File: src/design/drq_pkg.sv
// Package for the deadline ready queue: sizes, codes, item/result/command types
// and small helper functions. No dependencies.
`timescale 1ns / 1ps

package drq_pkg;

  localparam int QUEUE_DEPTH = 16;
  localparam int ADDR_W      = $clog2(QUEUE_DEPTH);
  localparam int CNT_W       = 5;
  localparam int TASK_W      = 8;
  localparam int TIME_W      = 48;
  localparam int SCALE_W     = 20;
  localparam int DELAY_W     = 20;
  localparam int SPAN_W      = SCALE_W + DELAY_W;
  localparam logic [SCALE_W-1:0] SCALE_RESET = SCALE_W'(1000000);

  typedef enum logic [1:0] {
    MODE_PUSH   = 2'd0,
    MODE_POP    = 2'd1,
    MODE_WAKE   = 2'd2,
    MODE_STATUS = 2'd3
  } drq_mode_t;

  // push request kinds
  localparam logic [1:0] WAIT_RUN   = 2'd0;
  localparam logic [1:0] WAIT_TIMED = 2'd1;
  localparam logic [1:0] WAIT_EVENT = 2'd2;

  typedef enum logic [1:0] {
    KIND_RUN   = 2'd0,
    KIND_TIMED = 2'd1,
    KIND_EVENT = 2'd2
  } drq_kind_t;

  typedef enum logic [2:0] {
    S_IDLE,
    S_MUL,
    S_ADD,
    S_WALK,
    S_FIN
  } drq_state_t;

  typedef struct packed {
    logic [1:0]         mode;
    logic [TASK_W-1:0]  task_id;
    logic [1:0]         wait_kind;
    logic [DELAY_W-1:0] delay;
    logic [TIME_W-1:0]  now;
  } drq_item_t;

  typedef struct packed {
    logic              ok;
    logic [TASK_W-1:0] task_out;
    logic              deadline_valid;
    logic [TIME_W-1:0] soonest_deadline;
    logic [CNT_W-1:0]  event_waiting;
    logic [CNT_W-1:0]  pending;
  } drq_result_t;

  typedef struct packed {
    logic              load;
    logic              mul;
    logic              add;
    logic              walk_start;
    logic              rd_en;
    logic [ADDR_W-1:0] rd_idx;
    logic              proc;
    logic              finish;
  } drq_cmd_t;

  typedef struct packed {
    logic [CNT_W-1:0] entry_count;
  } drq_stat_t;

  // ring position of a logical index counted from the head
  function automatic logic [ADDR_W-1:0] drq_phys(input logic [ADDR_W-1:0] head,
                                                 input logic [ADDR_W-1:0] idx);
    logic [ADDR_W:0] sum;
    sum = {1'b0, head} + {1'b0, idx};
    if (sum >= (ADDR_W+1)'(QUEUE_DEPTH)) begin
      sum = sum - (ADDR_W+1)'(QUEUE_DEPTH);
    end
    return sum[ADDR_W-1:0];
  endfunction

  // timed with zero delay and unknown kinds queue as runnable
  function automatic drq_kind_t drq_push_kind(input logic [1:0] wait_kind,
                                              input logic delay_nz);
    drq_kind_t k;
    k = KIND_RUN;
    if (wait_kind == WAIT_TIMED && delay_nz) begin
      k = KIND_TIMED;
    end else if (wait_kind == WAIT_EVENT) begin
      k = KIND_EVENT;
    end
    return k;
  endfunction

endpackage

File: src/design/drq_if.sv
// Valid/ready channel interfaces for queue requests and results.
// Depends on drq_pkg for the payload types.
`timescale 1ns / 1ps

interface drq_in_if;
  logic                          valid;
  logic                          ready;
  logic [1:0]                    mode;
  logic [drq_pkg::TASK_W-1:0]    task_id;
  logic [1:0]                    wait_kind;
  logic [drq_pkg::DELAY_W-1:0]   delay;
  logic [drq_pkg::TIME_W-1:0]    now;

  modport source (output valid, mode, task_id, wait_kind, delay, now, input ready);
  modport sink (input valid, mode, task_id, wait_kind, delay, now, output ready);
endinterface

interface drq_out_if;
  logic                          valid;
  logic                          ready;
  logic                          ok;
  logic [drq_pkg::TASK_W-1:0]    task_out;
  logic                          deadline_valid;
  logic [drq_pkg::TIME_W-1:0]    soonest_deadline;
  logic [drq_pkg::CNT_W-1:0]     event_waiting;
  logic [drq_pkg::CNT_W-1:0]     pending;

  modport source (output valid, ok, task_out, deadline_valid, soonest_deadline,
                  event_waiting, pending, input ready);
  modport sink (input valid, ok, task_out, deadline_valid, soonest_deadline,
                event_waiting, pending, output ready);
endinterface

File: src/design/drq_ctrl.sv
// Controller for the deadline ready queue: sequences accept, deadline math,
// the slot walk and the commit. Depends on drq_pkg.
`timescale 1ns / 1ps

module drq_ctrl (
  input  logic                clk,
  input  logic                rst,
  input  logic                in_valid,
  output logic                in_ready,
  output logic                out_valid,
  input  logic                out_ready,
  input  drq_pkg::drq_stat_t  stat,
  output drq_pkg::drq_cmd_t   cmd
);

  drq_pkg::drq_state_t state, state_next;
  logic [drq_pkg::CNT_W-1:0] idx, idx_next;
  logic proc, proc_next;
  logic out_vld, out_vld_next;

  always_ff @(posedge clk) begin
    if (rst) begin
      state   <= drq_pkg::S_IDLE;
      idx     <= '0;
      proc    <= 1'b0;
      out_vld <= 1'b0;
    end else begin
      state   <= state_next;
      idx     <= idx_next;
      proc    <= proc_next;
      out_vld <= out_vld_next;
    end
  end

  always_comb begin
    state_next     = state;
    idx_next       = idx;
    in_ready       = 1'b0;
    cmd            = '0;
    cmd.proc       = proc;
    cmd.rd_idx     = idx[drq_pkg::ADDR_W-1:0];
    case (state)
      drq_pkg::S_IDLE: begin
        in_ready = ~rst;
        if (in_valid && !rst) begin
          cmd.load   = 1'b1;
          state_next = drq_pkg::S_MUL;
        end
      end
      drq_pkg::S_MUL: begin
        cmd.mul    = 1'b1;
        state_next = drq_pkg::S_ADD;
      end
      drq_pkg::S_ADD: begin
        cmd.add        = 1'b1;
        cmd.walk_start = 1'b1;
        idx_next       = '0;
        state_next     = drq_pkg::S_WALK;
      end
      drq_pkg::S_WALK: begin
        // one slot read a cycle; leave once the last read has been processed
        if (idx < stat.entry_count) begin
          cmd.rd_en = 1'b1;
          idx_next  = idx + drq_pkg::CNT_W'(1);
        end else if (!proc) begin
          state_next = drq_pkg::S_FIN;
        end
      end
      drq_pkg::S_FIN: begin
        if (!out_vld || out_ready) begin
          cmd.finish = 1'b1;
          state_next = drq_pkg::S_IDLE;
        end
      end
      default: begin
        state_next = drq_pkg::S_IDLE;
      end
    endcase
    proc_next    = cmd.rd_en;
    out_vld_next = cmd.finish | (out_vld & ~out_ready);
  end

  assign out_valid = out_vld;

endmodule

File: src/design/drq_dpath.sv
// Datapath for the deadline ready queue: slot memories, head/count, deadline
// arithmetic, walk accumulators and the result register. Depends on drq_pkg.
`timescale 1ns / 1ps

module drq_dpath (
  input  logic                          clk,
  input  logic                          rst,
  input  drq_pkg::drq_cmd_t             cmd,
  input  drq_pkg::drq_item_t            item,
  input  logic                          cfg_we,
  input  logic [drq_pkg::SCALE_W-1:0]   cfg_wdata,
  output drq_pkg::drq_stat_t            stat,
  output drq_pkg::drq_result_t          res
);

  // slot storage, one read and one write per cycle
  logic [drq_pkg::TASK_W-1:0] slot_task     [drq_pkg::QUEUE_DEPTH];
  drq_pkg::drq_kind_t         slot_kind     [drq_pkg::QUEUE_DEPTH];
  logic [drq_pkg::TIME_W-1:0] slot_deadline [drq_pkg::QUEUE_DEPTH];

  logic [drq_pkg::SCALE_W-1:0] scale;
  logic [drq_pkg::ADDR_W-1:0]  head, head_next;
  logic [drq_pkg::CNT_W-1:0]   count, count_next;

  drq_pkg::drq_mode_t          mode_q;
  logic [drq_pkg::TASK_W-1:0]  task_q;
  logic [1:0]                  kind_q;
  logic [drq_pkg::DELAY_W-1:0] delay_q;
  logic [drq_pkg::TIME_W-1:0]  now_q;
  logic [drq_pkg::SPAN_W-1:0]  span;
  logic [drq_pkg::TIME_W-1:0]  dl;
  logic [drq_pkg::TIME_W:0]    dl_sum;

  logic [drq_pkg::ADDR_W-1:0]  rd_addr, rd_addr_q;
  logic [drq_pkg::TASK_W-1:0]  rd_task;
  drq_pkg::drq_kind_t          rd_kind, eff_kind;
  logic [drq_pkg::TIME_W-1:0]  rd_dl;

  // walk accumulators
  logic                        found;
  logic [drq_pkg::ADDR_W-1:0]  take_addr;
  logic [drq_pkg::TASK_W-1:0]  take_task;
  logic [drq_pkg::TASK_W-1:0]  head_task;
  drq_pkg::drq_kind_t          head_kind;
  logic [drq_pkg::TIME_W-1:0]  head_dl;
  logic [drq_pkg::CNT_W-1:0]   ev;
  logic                        dv;
  logic [drq_pkg::TIME_W-1:0]  best;

  logic                        take, wake_we;
  drq_pkg::drq_kind_t          push_kind;
  logic                        is_full;

  // commit values
  logic                        kind_we, ent_we;
  logic [drq_pkg::ADDR_W-1:0]  kind_waddr, ent_waddr;
  drq_pkg::drq_kind_t          kind_wdata;
  logic [drq_pkg::TASK_W-1:0]  task_wdata;
  logic [drq_pkg::TIME_W-1:0]  dl_wdata;
  logic                        ok_f, dv_f;
  logic [drq_pkg::TASK_W-1:0]  task_f;
  logic [drq_pkg::CNT_W-1:0]   ev_f;
  logic [drq_pkg::TIME_W-1:0]  best_f;

  always_ff @(posedge clk) begin
    if (rst) begin
      scale <= drq_pkg::SCALE_RESET;
      head  <= '0;
      count <= '0;
    end else begin
      if (cfg_we) begin
        scale <= cfg_wdata;
      end
      if (cmd.finish) begin
        head  <= head_next;
        count <= count_next;
      end
    end
  end

  // item latch and deadline = now + delay * scale, saturated
  assign dl_sum = {1'b0, now_q} + (drq_pkg::TIME_W+1)'(span);

  always_ff @(posedge clk) begin
    if (cmd.load) begin
      mode_q  <= drq_pkg::drq_mode_t'(item.mode);
      task_q  <= item.task_id;
      kind_q  <= item.wait_kind;
      delay_q <= item.delay;
      now_q   <= item.now;
    end
    if (cmd.mul) begin
      span <= drq_pkg::SPAN_W'(delay_q) * drq_pkg::SPAN_W'(scale);
    end
    if (cmd.add) begin
      dl <= dl_sum[drq_pkg::TIME_W] ? '1 : dl_sum[drq_pkg::TIME_W-1:0];
    end
  end

  assign rd_addr = drq_pkg::drq_phys(head, cmd.rd_idx);

  always_ff @(posedge clk) begin
    if (cmd.rd_en) begin
      rd_task   <= slot_task[rd_addr];
      rd_kind   <= slot_kind[rd_addr];
      rd_dl     <= slot_deadline[rd_addr];
      rd_addr_q <= rd_addr;
    end
  end

  always_comb begin
    wake_we  = cmd.proc && mode_q == drq_pkg::MODE_WAKE && rd_kind == drq_pkg::KIND_EVENT;
    eff_kind = wake_we ? drq_pkg::KIND_RUN : rd_kind;
    take     = cmd.proc && mode_q == drq_pkg::MODE_POP && !found &&
               (rd_kind == drq_pkg::KIND_RUN ||
                (rd_kind == drq_pkg::KIND_TIMED && rd_dl <= now_q));
  end

  // the taken entry leaves the queue, so it is left out of the status sums
  always_ff @(posedge clk) begin
    if (cmd.walk_start) begin
      found <= 1'b0;
      ev    <= '0;
      dv    <= 1'b0;
      best  <= '0;
    end else if (cmd.proc) begin
      if (rd_addr_q == head) begin
        head_task <= rd_task;
        head_kind <= rd_kind;
        head_dl   <= rd_dl;
      end
      if (take) begin
        found     <= 1'b1;
        take_addr <= rd_addr_q;
        take_task <= rd_task;
      end else begin
        case (eff_kind)
          drq_pkg::KIND_EVENT: ev <= ev + drq_pkg::CNT_W'(1);
          drq_pkg::KIND_TIMED: begin
            if (!dv || rd_dl < best) begin
              best <= rd_dl;
            end
            dv <= 1'b1;
          end
          default: ;
        endcase
      end
    end
  end

  always_comb begin
    push_kind  = drq_pkg::drq_push_kind(kind_q, delay_q != '0);
    is_full    = count == drq_pkg::CNT_W'(drq_pkg::QUEUE_DEPTH);
    head_next  = head;
    count_next = count;
    ok_f       = 1'b0;
    task_f     = '0;
    ev_f       = ev;
    dv_f       = dv;
    best_f     = best;
    ent_we     = 1'b0;
    ent_waddr  = drq_pkg::drq_phys(head, count[drq_pkg::ADDR_W-1:0]);
    task_wdata = task_q;
    dl_wdata   = dl;
    kind_we    = wake_we;
    kind_waddr = rd_addr_q;
    kind_wdata = drq_pkg::KIND_RUN;
    if (cmd.finish) begin
      kind_we = 1'b0;
      case (mode_q)
        drq_pkg::MODE_PUSH: begin
          if (!is_full) begin
            ok_f       = 1'b1;
            ent_we     = 1'b1;
            kind_we    = 1'b1;
            kind_waddr = ent_waddr;
            kind_wdata = push_kind;
            count_next = count + drq_pkg::CNT_W'(1);
            case (push_kind)
              drq_pkg::KIND_EVENT: ev_f = ev + drq_pkg::CNT_W'(1);
              drq_pkg::KIND_TIMED: begin
                if (!dv || dl < best) begin
                  best_f = dl;
                end
                dv_f = 1'b1;
              end
              default: ;
            endcase
          end
        end
        drq_pkg::MODE_POP: begin
          if (found) begin
            // head entry fills the vacated slot, then the head advances
            ok_f       = 1'b1;
            task_f     = take_task;
            ent_we     = 1'b1;
            ent_waddr  = take_addr;
            task_wdata = head_task;
            dl_wdata   = head_dl;
            kind_we    = 1'b1;
            kind_waddr = take_addr;
            kind_wdata = head_kind;
            head_next  = drq_pkg::drq_phys(head, drq_pkg::ADDR_W'(1));
            count_next = count - drq_pkg::CNT_W'(1);
          end
        end
        default: ;
      endcase
    end
  end

  always_ff @(posedge clk) begin
    if (kind_we) begin
      slot_kind[kind_waddr] <= kind_wdata;
    end
    if (ent_we) begin
      slot_task[ent_waddr]     <= task_wdata;
      slot_deadline[ent_waddr] <= dl_wdata;
    end
  end

  always_ff @(posedge clk) begin
    if (cmd.finish) begin
      res.ok               <= ok_f;
      res.task_out         <= task_f;
      res.deadline_valid   <= dv_f;
      res.soonest_deadline <= best_f;
      res.event_waiting    <= ev_f;
      res.pending          <= count_next;
    end
  end

  assign stat.entry_count = count;

endmodule

File: src/design/deadline_ready_queue.sv
// Top level of the deadline ready queue: controller plus datapath.
// Depends on drq_pkg, drq_if, drq_ctrl and drq_dpath.
//
//   port      kind        dir   carries
//   in_ch     drq_in_if   sink  mode, task_id, wait_kind, delay, now
//   out_ch    drq_out_if  src   ok, task_out, deadline_valid, soonest_deadline,
//                               event_waiting, pending
//   cfg_*     write port  in    ticks_per_delay_unit
//
// One item at a time: the next item is accepted only once the current one is
// committed, after a walk over every queued entry. The walk reads one queue slot
// a cycle through the single read port of the slot memory and then waits for the
// last read to land; multiply and saturating add are separate registered steps.
// A new item is taken while the previous result waits in the output register;
// the commit waits only if that register is still full.
// Synchronous reset: empty queue, head 0, scale 1000000; slots are not cleared.
`timescale 1ns / 1ps

module deadline_ready_queue (
  input  logic                        clk,
  input  logic                        rst,
  drq_in_if.sink                      in_ch,
  drq_out_if.source                   out_ch,
  input  logic                        cfg_we,
  input  logic [drq_pkg::SCALE_W-1:0] cfg_wdata
);

  drq_pkg::drq_cmd_t    cmd;
  drq_pkg::drq_stat_t   stat;
  drq_pkg::drq_item_t   item;
  drq_pkg::drq_result_t res;

  assign item.mode      = in_ch.mode;
  assign item.task_id   = in_ch.task_id;
  assign item.wait_kind = in_ch.wait_kind;
  assign item.delay     = in_ch.delay;
  assign item.now       = in_ch.now;

  drq_ctrl u_ctrl (
    .clk       (clk),
    .rst       (rst),
    .in_valid  (in_ch.valid),
    .in_ready  (in_ch.ready),
    .out_valid (out_ch.valid),
    .out_ready (out_ch.ready),
    .stat      (stat),
    .cmd       (cmd)
  );

  drq_dpath u_dpath (
    .clk       (clk),
    .rst       (rst),
    .cmd       (cmd),
    .item      (item),
    .cfg_we    (cfg_we),
    .cfg_wdata (cfg_wdata),
    .stat      (stat),
    .res       (res)
  );

  assign out_ch.ok               = res.ok;
  assign out_ch.task_out         = res.task_out;
  assign out_ch.deadline_valid   = res.deadline_valid;
  assign out_ch.soonest_deadline = res.soonest_deadline;
  assign out_ch.event_waiting    = res.event_waiting;
  assign out_ch.pending          = res.pending;

endmodule
File: src/flat_wrapper.sv
// flat-port wrapper written by rule: the top's interface ports become plain ports
module deadline_ready_queue_flat 
  (clk, rst, cfg_we, cfg_wdata, in_ch_valid, in_ch_mode, in_ch_task_id, in_ch_wait_kind, in_ch_delay, in_ch_now, in_ch_ready, out_ch_valid, out_ch_ok, out_ch_task_out, out_ch_deadline_valid, out_ch_soonest_deadline, out_ch_event_waiting, out_ch_pending, out_ch_ready);
  drq_in_if in_ch_i ();
  drq_out_if out_ch_i ();
  input  logic clk;
  input  logic rst;
  input  logic cfg_we;
  input  logic [drq_pkg::SCALE_W-1:0] cfg_wdata;
  input wire logic [$bits(in_ch_i.valid)-1:0] in_ch_valid;
  input wire logic [$bits(in_ch_i.mode)-1:0] in_ch_mode;
  input wire logic [$bits(in_ch_i.task_id)-1:0] in_ch_task_id;
  input wire logic [$bits(in_ch_i.wait_kind)-1:0] in_ch_wait_kind;
  input wire logic [$bits(in_ch_i.delay)-1:0] in_ch_delay;
  input wire logic [$bits(in_ch_i.now)-1:0] in_ch_now;
  output wire logic [$bits(in_ch_i.ready)-1:0] in_ch_ready;
  output wire logic [$bits(out_ch_i.valid)-1:0] out_ch_valid;
  output wire logic [$bits(out_ch_i.ok)-1:0] out_ch_ok;
  output wire logic [$bits(out_ch_i.task_out)-1:0] out_ch_task_out;
  output wire logic [$bits(out_ch_i.deadline_valid)-1:0] out_ch_deadline_valid;
  output wire logic [$bits(out_ch_i.soonest_deadline)-1:0] out_ch_soonest_deadline;
  output wire logic [$bits(out_ch_i.event_waiting)-1:0] out_ch_event_waiting;
  output wire logic [$bits(out_ch_i.pending)-1:0] out_ch_pending;
  input wire logic [$bits(out_ch_i.ready)-1:0] out_ch_ready;
  assign in_ch_i.valid = in_ch_valid;
  assign in_ch_i.mode = in_ch_mode;
  assign in_ch_i.task_id = in_ch_task_id;
  assign in_ch_i.wait_kind = in_ch_wait_kind;
  assign in_ch_i.delay = in_ch_delay;
  assign in_ch_i.now = in_ch_now;
  assign in_ch_ready = in_ch_i.ready;
  assign out_ch_valid = out_ch_i.valid;
  assign out_ch_ok = out_ch_i.ok;
  assign out_ch_task_out = out_ch_i.task_out;
  assign out_ch_deadline_valid = out_ch_i.deadline_valid;
  assign out_ch_soonest_deadline = out_ch_i.soonest_deadline;
  assign out_ch_event_waiting = out_ch_i.event_waiting;
  assign out_ch_pending = out_ch_i.pending;
  assign out_ch_i.ready = out_ch_ready;
  deadline_ready_queue u_core (.clk(clk), .rst(rst), .in_ch(in_ch_i), .out_ch(out_ch_i), .cfg_we(cfg_we), .cfg_wdata(cfg_wdata));
endmodule
File: config.mk
export PLATFORM = sky130hd
export DESIGN_NAME = deadline_ready_queue_flat
export DESIGN_NICKNAME = d
export VERILOG_FILES = /design/src/design/drq_pkg.sv /design/src/design/drq_if.sv /design/src/design/drq_ctrl.sv /design/src/design/drq_dpath.sv /design/src/design/deadline_ready_queue.sv /design/src/flat_wrapper.sv
export SDC_FILE = /design/constraint.sdc
export NUM_CORES = 2
export LEC_CHECK = 0
export BUFFER_PORTS_ARGS = -buffer_cell sky130_fd_sc_hd__buf_2
export CAP_MARGIN = 20
export CORE_MARGIN = 4
export CORE_UTILIZATION = 50
export DETAILED_ROUTE_END_ITERATION = 6
export HOLD_SLACK_MARGIN = 0.06
export PLACE_DENSITY = 0.76
export SKIP_LAST_GASP = 1
export SLEW_MARGIN = 5
export SYNTH_ARGS = -nofsm -noshare
export SYNTH_HDL_FRONTEND = slang
export SYNTH_SLANG_ARGS = --single-unit
File: constraint.sdc
create_clock -name clk -period 14.25 [get_ports clk]
set_input_delay 1.425 -clock clk [delete_from_list [all_inputs] [get_ports clk]]
set_output_delay 1.425 -clock clk [all_outputs]
set_load 0.02 [all_outputs]
Word-level counts from Yosys, hierarchy flattened

Memories as Yosys holds them, arrays and structs flattened. A register that Yosys moved wholly into a read port is not among the register bits.
Index checks and enable logic that the tools add are counted.

Output and inout port bits: 70
Input port bits: 105
Bits in latches: 0
Register bits after elaboration: 404
RAM bits: 928
Memories kept: 3
ROM bits: 0
Word-level logic and storage cells: 171

Div/mod/pow operators: 0
Reductions and logical operators: 31
$add $sub $neg: 11
$mul: 1
Shift-type cells: 0
Equal/unequal tests: 21
Multiplexer cells: 61
Bitwise operators: 6
Order comparisons: 7

Memory list:

| name                         | words | bits a word | rd ports | clocked after memory_dff | wr ports | line            | source |
|---|---|---|---|---|---|---|---|
| u_core.u_dpath.slot_deadline | 16    | 48          | 1        | 1                        | 1        | drq_dpath.sv:19 | `logic [drq_pkg::TIME_W-1:0] slot_deadline [drq_pkg::QUEUE_DEPTH];` |
| u_core.u_dpath.slot_task     | 16    | 8           | 1        | 1                        | 1        | drq_dpath.sv:17 | `logic [drq_pkg::TASK_W-1:0] slot_task [drq_pkg::QUEUE_DEPTH];` |
| u_core.u_dpath.slot_kind     | 16    | 2           | 1        | 1                        | 1        | drq_dpath.sv:18 | `drq_pkg::drq_kind_t slot_kind [drq_pkg::QUEUE_DEPTH];` |

Operators by type and width:

| operator              | count |
|---|---|
| $mux W48              | 7 |
| $lt A48 B48 Y1        | 2 |
| $add A48 B40 Y49      | 1 |
| $le A48 B48 Y1        | 1 |
| $mul A20 B20 Y40      | 1 |
| $mux W4               | 9 |
| $mux W5               | 6 |
| $mux W8               | 3 |
| $pmux W5 S2           | 2 |
| $reduce_bool A20 Y1   | 1 |
| $mux W1               | 19 |
| $add A5 B1 Y5 const B | 3 |
| $ge A5 B5 Y1 const B  | 3 |
| $pmux W3 S5           | 1 |
| $reduce_and A3 Y1     | 5 |
| $mux W2               | 7 |
| $mux W3               | 4 |
| $sub A4 B1 Y4 const B | 3 |
| $add A4 B4 Y5         | 2 |
| $eq A2 B1 Y1 const B  | 5 |
| $eq A2 B2 Y1 const B  | 5 |
| $ne A2 B2 Y1 const B  | 5 |
| $logic_and A1 B1 Y1   | 8 |
| $pmux W4 S2           | 1 |
| other kinds (20)      | 34 |

Logic depth before layout (Yosys ltp)

Word-level depth: 7
Depth in mapped cells: 27
Mapped depth without buffers: 26

Hierarchy

From an unflattened synthesis, not the netlist that was laid out.

Cells, all modules: 5033
Area total of the unflattened synthesis: 71907.7 um^2

By module, submodules not included:

| module    | instances | cells each | area an instance (um^2) | sequential area each (um^2) |
|---|---|---|---|---|
| drq_dpath | 1         | 4951       | 71214.6                 | 40598.9 |
| drq_ctrl  | 1         | 82         | 693.2                   | 200.2 |

Worst setup path after synthesis

OpenSTA, ideal clock, no wires.

Kind: input port to flip-flop
From: in out_ch_ready
To: mem u_core.u_dpath.slot_deadline[2][0] (netlist bit), enable pin
Data required time: 13780 ps
Stages on the path: 7
Arrival: 6560 ps
Path buffers: 0
Setup time: 470 ps
Slack: 7220 ps
Path through: nand2b_1 nand3_1 inv_1 nand2_1 nor3_1 o21ai_0 nor2_1

RTL lines:

| element     | line               | source |
|---|---|---|
| from (decl) | flat_wrapper.sv:24 | `input wire logic [$bits(out_ch_i.ready)-1:0] out_ch_ready;` |
| to (decl)   | drq_dpath.sv:19    |  |

Final worst setup path

From: reg u_core.u_dpath.delay_q[9] (netlist bit)
To: reg u_core.u_dpath.span[38] (netlist bit), data pin

Word-level cells in the longest chain between the ends: 1

RTL lines:

| element                | line            | source |
|---|---|---|
| from (decl)            | drq_dpath.sv:28 | `logic [drq_pkg::DELAY_W-1:0] delay_q;` |
| from (signal assigned) | drq_dpath.sv:89 | `delay_q <= item.delay;` |
| $mul A20 B20 Y40       | drq_dpath.sv:93 | `span <= drq_pkg::SPAN_W'(delay_q) * drq_pkg::SPAN_W'(scale);` |
| to (signal assigned)   | drq_dpath.sv:93 |  |
| to (decl)              | drq_dpath.sv:30 | `logic [drq_pkg::SPAN_W-1:0] span;` |

Every way passes these cells.
A chain may end at the register's enable or synchronous reset.

==> results.txt <==
----------------------------------------------------
[Clocking]
  Hold buffer count at CTS ... 0
  Clock transition at the register clock pins on the worst setup and hold paths after CTS ... about 0.06 ns
  Bufs on Longest Clock Path ... 3
  TritonCTS Buffers ... between 100 and 150
  Latest clock arrival within the worst-skew pair ... 0.79 ns
  Sinks on the clock net ... 1390
  Clock tree from TritonCTS ... yes
  Postcts setup bufs ... 0
  CTS H-tree depth ... 4
  Post-CTS sizing ... 0
  Buffer type at the clock tree root ... clkbuf_16

[Critical path]
  Cell with the most instances on the worst path ... fa_1
  Buf+Inv Stages, Crit Path ... 6
  Data arrival time of the worst path ... 8.54 ns
  Top cell family by delay on the critical path ... adder cells
  Startpoint type of the worst setup path ... flop
  Slack of the worst reg-to-reg path ... between 6 and 7 ns
  Cell with the largest stage delay on the worst path ... edfxtp_1
  Largest fanout on the critical path ... 21
  Depth of the critical timing path with buffers and inverters included ... 25
  Peak per-stage delay on the critical path ... 0.86 ns
  R2R cell count ... 25
  Worst Setup End Kind ... flop
  Type of the worst setup path ... flop to flop
  Worst Path Required ... 14.88 ns

[STA]
  Number of max-slew violations in the final report ... 0
  Aggregate negative setup slack ... 0 ns
  Worst slew slack as a fraction of its limit ... 0.230
  Final critical-path share of the clock period ... 0.555
  Slew at the pin closest to its max-slew limit ... 1.16 ns
  Total of endpoints with negative setup slack in the final report ... 0
  Final Hold Vio Count ... 0
  Post-layout minimum cycle time ... 7.91 ns
  Setup repair after global routing missed its margin ... no
  Clk_skew ... approximately 0.056 ns
  Timing-limited maximum frequency ... 126 MHz

[Die]
  Initial core utilization ... 0.504
  CORE AREA ... 142000 um2
  I/O pin count ... 175
  Total die area ... between 100000 and 150000 um2
  Row count ... 138
  Die width ... 386 um
  Chip Height ... 386 um

[Synthesis]
  Synthesized area ... 71300 um2
  Combinational family with the most area after synthesis ... adder cells
  Distinct cells, synth ... 73
  Number of synthesized flops with an enable pin ... 1296
  Number of standard cells after synthesis ... between 4000 and 5000
  Register area share after synthesis ... 0.572
  Fraction of synthesized cell area in xor and xnor cells ... 0.0120
  Average cell area after synthesis ... 14.4 um2
  Post-synth net total ... between 5000 and 6000
  Compound-Gate Fraction of Synth Area ... 0.0528
  Multiplexer share of the synthesized area ... 0.0917
  Number of warning messages in the yosys log ... 0
  Post-synthesis sequential element count ... 1390
  Adder-Cell Fraction of Synth Area ... 0.152
  Primary flip-flop cell chosen by synthesis mapping ... edfxtp_1
  Basic-gate share of the synthesized area counting and, or, nand and nor cells ... 0.0790
  Post-synthesis async set-or-reset flop share ... 0

[Pwr]
  Static Leakage ... 29.2 nW
  Clock network fraction of total power ... 0.231
  Internal power of the cells ... 10.4 mW
  Switching power share of the total ... 0.376
  Worst IR drop on VDD ... 0.000784 V
  Relative contribution of sequential cells to total power ... 0.326
  Logic pwr share ... 0.444
  Switching power of the nets ... ~6.3 mW
  PwrDens ... 212 nW/um2

[Detailed routing]
  Detailed-routing iteration count for the pre-antenna-repair pass ... 6
  Detail Route Antenna Nets ... 0
  Post-detailed-routing wire length ... about 180000 um
  Vias per cell ... 5.96
  Post-detailed-route DRC marker count ... 0
  Final routed wire length divided by cell count ... 25.6 um
  Total number of vias ... 42500
  First-iteration detailed-routing DRC count ... 4787

[Final layout]
  Net count, final ... 5890
  Share of cells above drive strength 1 ... 0.150
  Relative area change from synthesis to final layout ... 10.7%
  Fin cells ... 7124

[Hold path]
  Hold Path Depth ... 0
  Kind of path behind the tightest hold check ... flop to flop

[Placement]
  Count of buffers from port buffering ... 174
  Final RePlAce weighted congestion ... 0.893
  Cell count after placement ... 6855
  Estimated wirelength of the detail-placed design ... 114000 um

[GRT]
  Number of global-route vias before repair ... 43100
  Remaining global-route overflow ... 0
  Overall fraction of global-route tracks in use ... 0.246
  Maximum number of pins on one net before global-route repair ... 103
  First-pass GRT wire length ... 272000 um
  Initial antenna violation count ... 2

[Run]
  Max-capacitance violation count ... 0

[Run status]
  Result of the run ... finished clean

----------------------------------------------------
-- worst paths after layout --
path / startpoint / end
setup / recovery: u_core.u_dpath.delay_q[9]$_DFFE_PP_ / u_core.u_dpath.span[38]$_DFFE_PP_
hold reg to reg: u_core.u_dpath.rd_task[2]$_DFFE_PP_ / u_core.u_dpath.head_task[2]$_DFFE_PP_
setup reg to reg: u_core.u_dpath.delay_q[9]$_DFFE_PP_ / u_core.u_dpath.span[38]$_DFFE_PP_
hold / removal: u_core.u_dpath.rd_task[2]$_DFFE_PP_ / u_core.u_dpath.head_task[2]$_DFFE_PP_
-- cell families (layout without fill, tap and decap cells) --
| group | after synthesis | in the layout |
|---|---|---|
| fa+ha+maj | 670 | 670 |
| other cells | 0 | 1 |
| compound gates | 581 | 581 |
| buf+inv | 709 | 972 |
| xor+xnor | 98 | 98 |
| simple gates | 1165 | 1165 |
| mux | 357 | 357 |
| flops | 1390 | 1390 |
-- through the flow --
step                setup WS (ns)  hold slack, ns  instance area [um2]  total power, mW  utilization
CTS                          6.46           0.444                78900             16.8        0.558
detailed placement           6.47           0.430                74100             12.9        0.523
global route                 6.00           0.464                79000             18.0        0.558
global placement             6.59           0.425                74100             12.8        0.523
floorplan                    7.22           0.421                71300             11.0            -
finish                       6.34           0.444                79000             16.7        0.558
-- power by group through the flow --
stage | Sequential [mW] | Combinational [mW] | Clock, mW
after CTS | 5.44 | 7.47 | 3.91
after floorplan | 5.46 | 5.56 | 0
final | 5.44 | 7.42 | 3.86
after detailed placement | 5.52 | 7.39 | 0
after global placement | 5.52 | 7.29 | 0
after global routing | 5.46 | 8.42 | 4.08
-- per-layer routing --
| layer | vias to the layer above | share of wire | wire (um) | GRT usage |
|---|---|---|---|---|
| met4 | 0 | 0.034 | 6260 | 0.0844 |
| met1 | 21600 | 0.39 | 71200 | 0.337 |
| met3 | 348 | 0.096 | 17600 | 0.0542 |
| met2 | 2233 | 0.48 | 87300 | 0.393 |
| li1 | 18300 | - | - | - |
| met5 | - | 0 | 0 | 0 |
-- layout by cell type (no fill, tap or decap), types with 17 or more instances in the layout --
cell       count
edfxtp_1    1296
nand2_1      492
inv_1        476
ha_1         346
fa_1         322
mux4_2       232
and2_1       231
a21oi_1      183
buf_2        174
clkbuf_16    147
nor2_1       117
dfxtp_1       94
o21ai_0       84
nor2b_1       83
a21o_1        78
mux2i_1       75
nand3_1       73
a211oi_1      73
xnor2_1       61
buf_4         53
mux2_2        50
o31ai_1       48
nand4_1       42
xor2_1        35
nor3_1        27
clkbuf_1      27
o21a_1        25
clkinv_1      22
clkinv_2      17
-- cells in the mapped netlist, drive strengths merged (50+ instances only) --
| cell type | count | area share |
|---|---|---|
| edfxtp | 1296 | 0.55 |
| nand2 | 494 | 0.026 |
| inv | 478 | 0.025 |
| ha | 347 | 0.061 |
| fa | 323 | 0.091 |
| and2 | 232 | 0.020 |
| mux4 | 232 | 0.073 |
| a21oi | 186 | 0.013 |
| clkbuf | 176 | 0.011 |
| nor2 | 133 | 0.0070 |
| dfxtp | 94 | 0.026 |
| o21ai | 85 | 0.0060 |
| a21o | 83 | 0.0088 |
| nor2b | 83 | 0.0073 |
| mux2i | 75 | 0.011 |
| a211oi | 74 | 0.0079 |
| nand3 | 73 | 0.0051 |
| xnor2 | 62 | 0.0076 |
| buf | 55 | 0.0048 |
| mux2 | 50 | 0.0079 |
-- flip-flops by register name, summed over array words and instances (netlist names), 4 cells and up --
| signal | cells |
|---|---|
| u_core.u_dpath.rd_dl | 48 |
| u_core.u_dpath.res | 68 |
| u_core.u_dpath.take_task | 8 |
| u_core.u_dpath.slot_task | 128 |
| u_core.u_dpath.span | 40 |
| u_core.u_dpath.head | 4 |
| u_core.u_dpath.task_q | 8 |
| u_core.u_dpath.head_dl | 48 |
| u_core.u_dpath.slot_kind | 32 |
| u_core.u_dpath.best | 48 |
| u_core.u_ctrl.idx | 5 |
| u_core.u_dpath.ev | 5 |
| u_core.u_dpath.delay_q | 20 |
| u_core.u_dpath.scale | 20 |
| u_core.u_dpath.head_task | 8 |
| u_core.u_dpath.now_q | 48 |
| u_core.u_dpath.dl | 48 |
| u_core.u_dpath.take_addr | 4 |
| u_core.u_dpath.stat | 5 |
| u_core.u_dpath.rd_task | 8 |
| u_core.u_dpath.rd_addr_q | 4 |
| u_core.u_dpath.slot_deadline | 768 |
-- final cells by class --
cell class                 instances  area, um2
tap                             1890       2360
antenna                            1       2.50
multi-input combinational       2871      27800
timing repair buffer             230       1320
clock inverter                    88       1070
inverter                         478       1800
clock buffer                     176       3810
sequential                      1390      40800
fill                           11000      62600
Note: power is estimated with default switching activity, not from simulation.
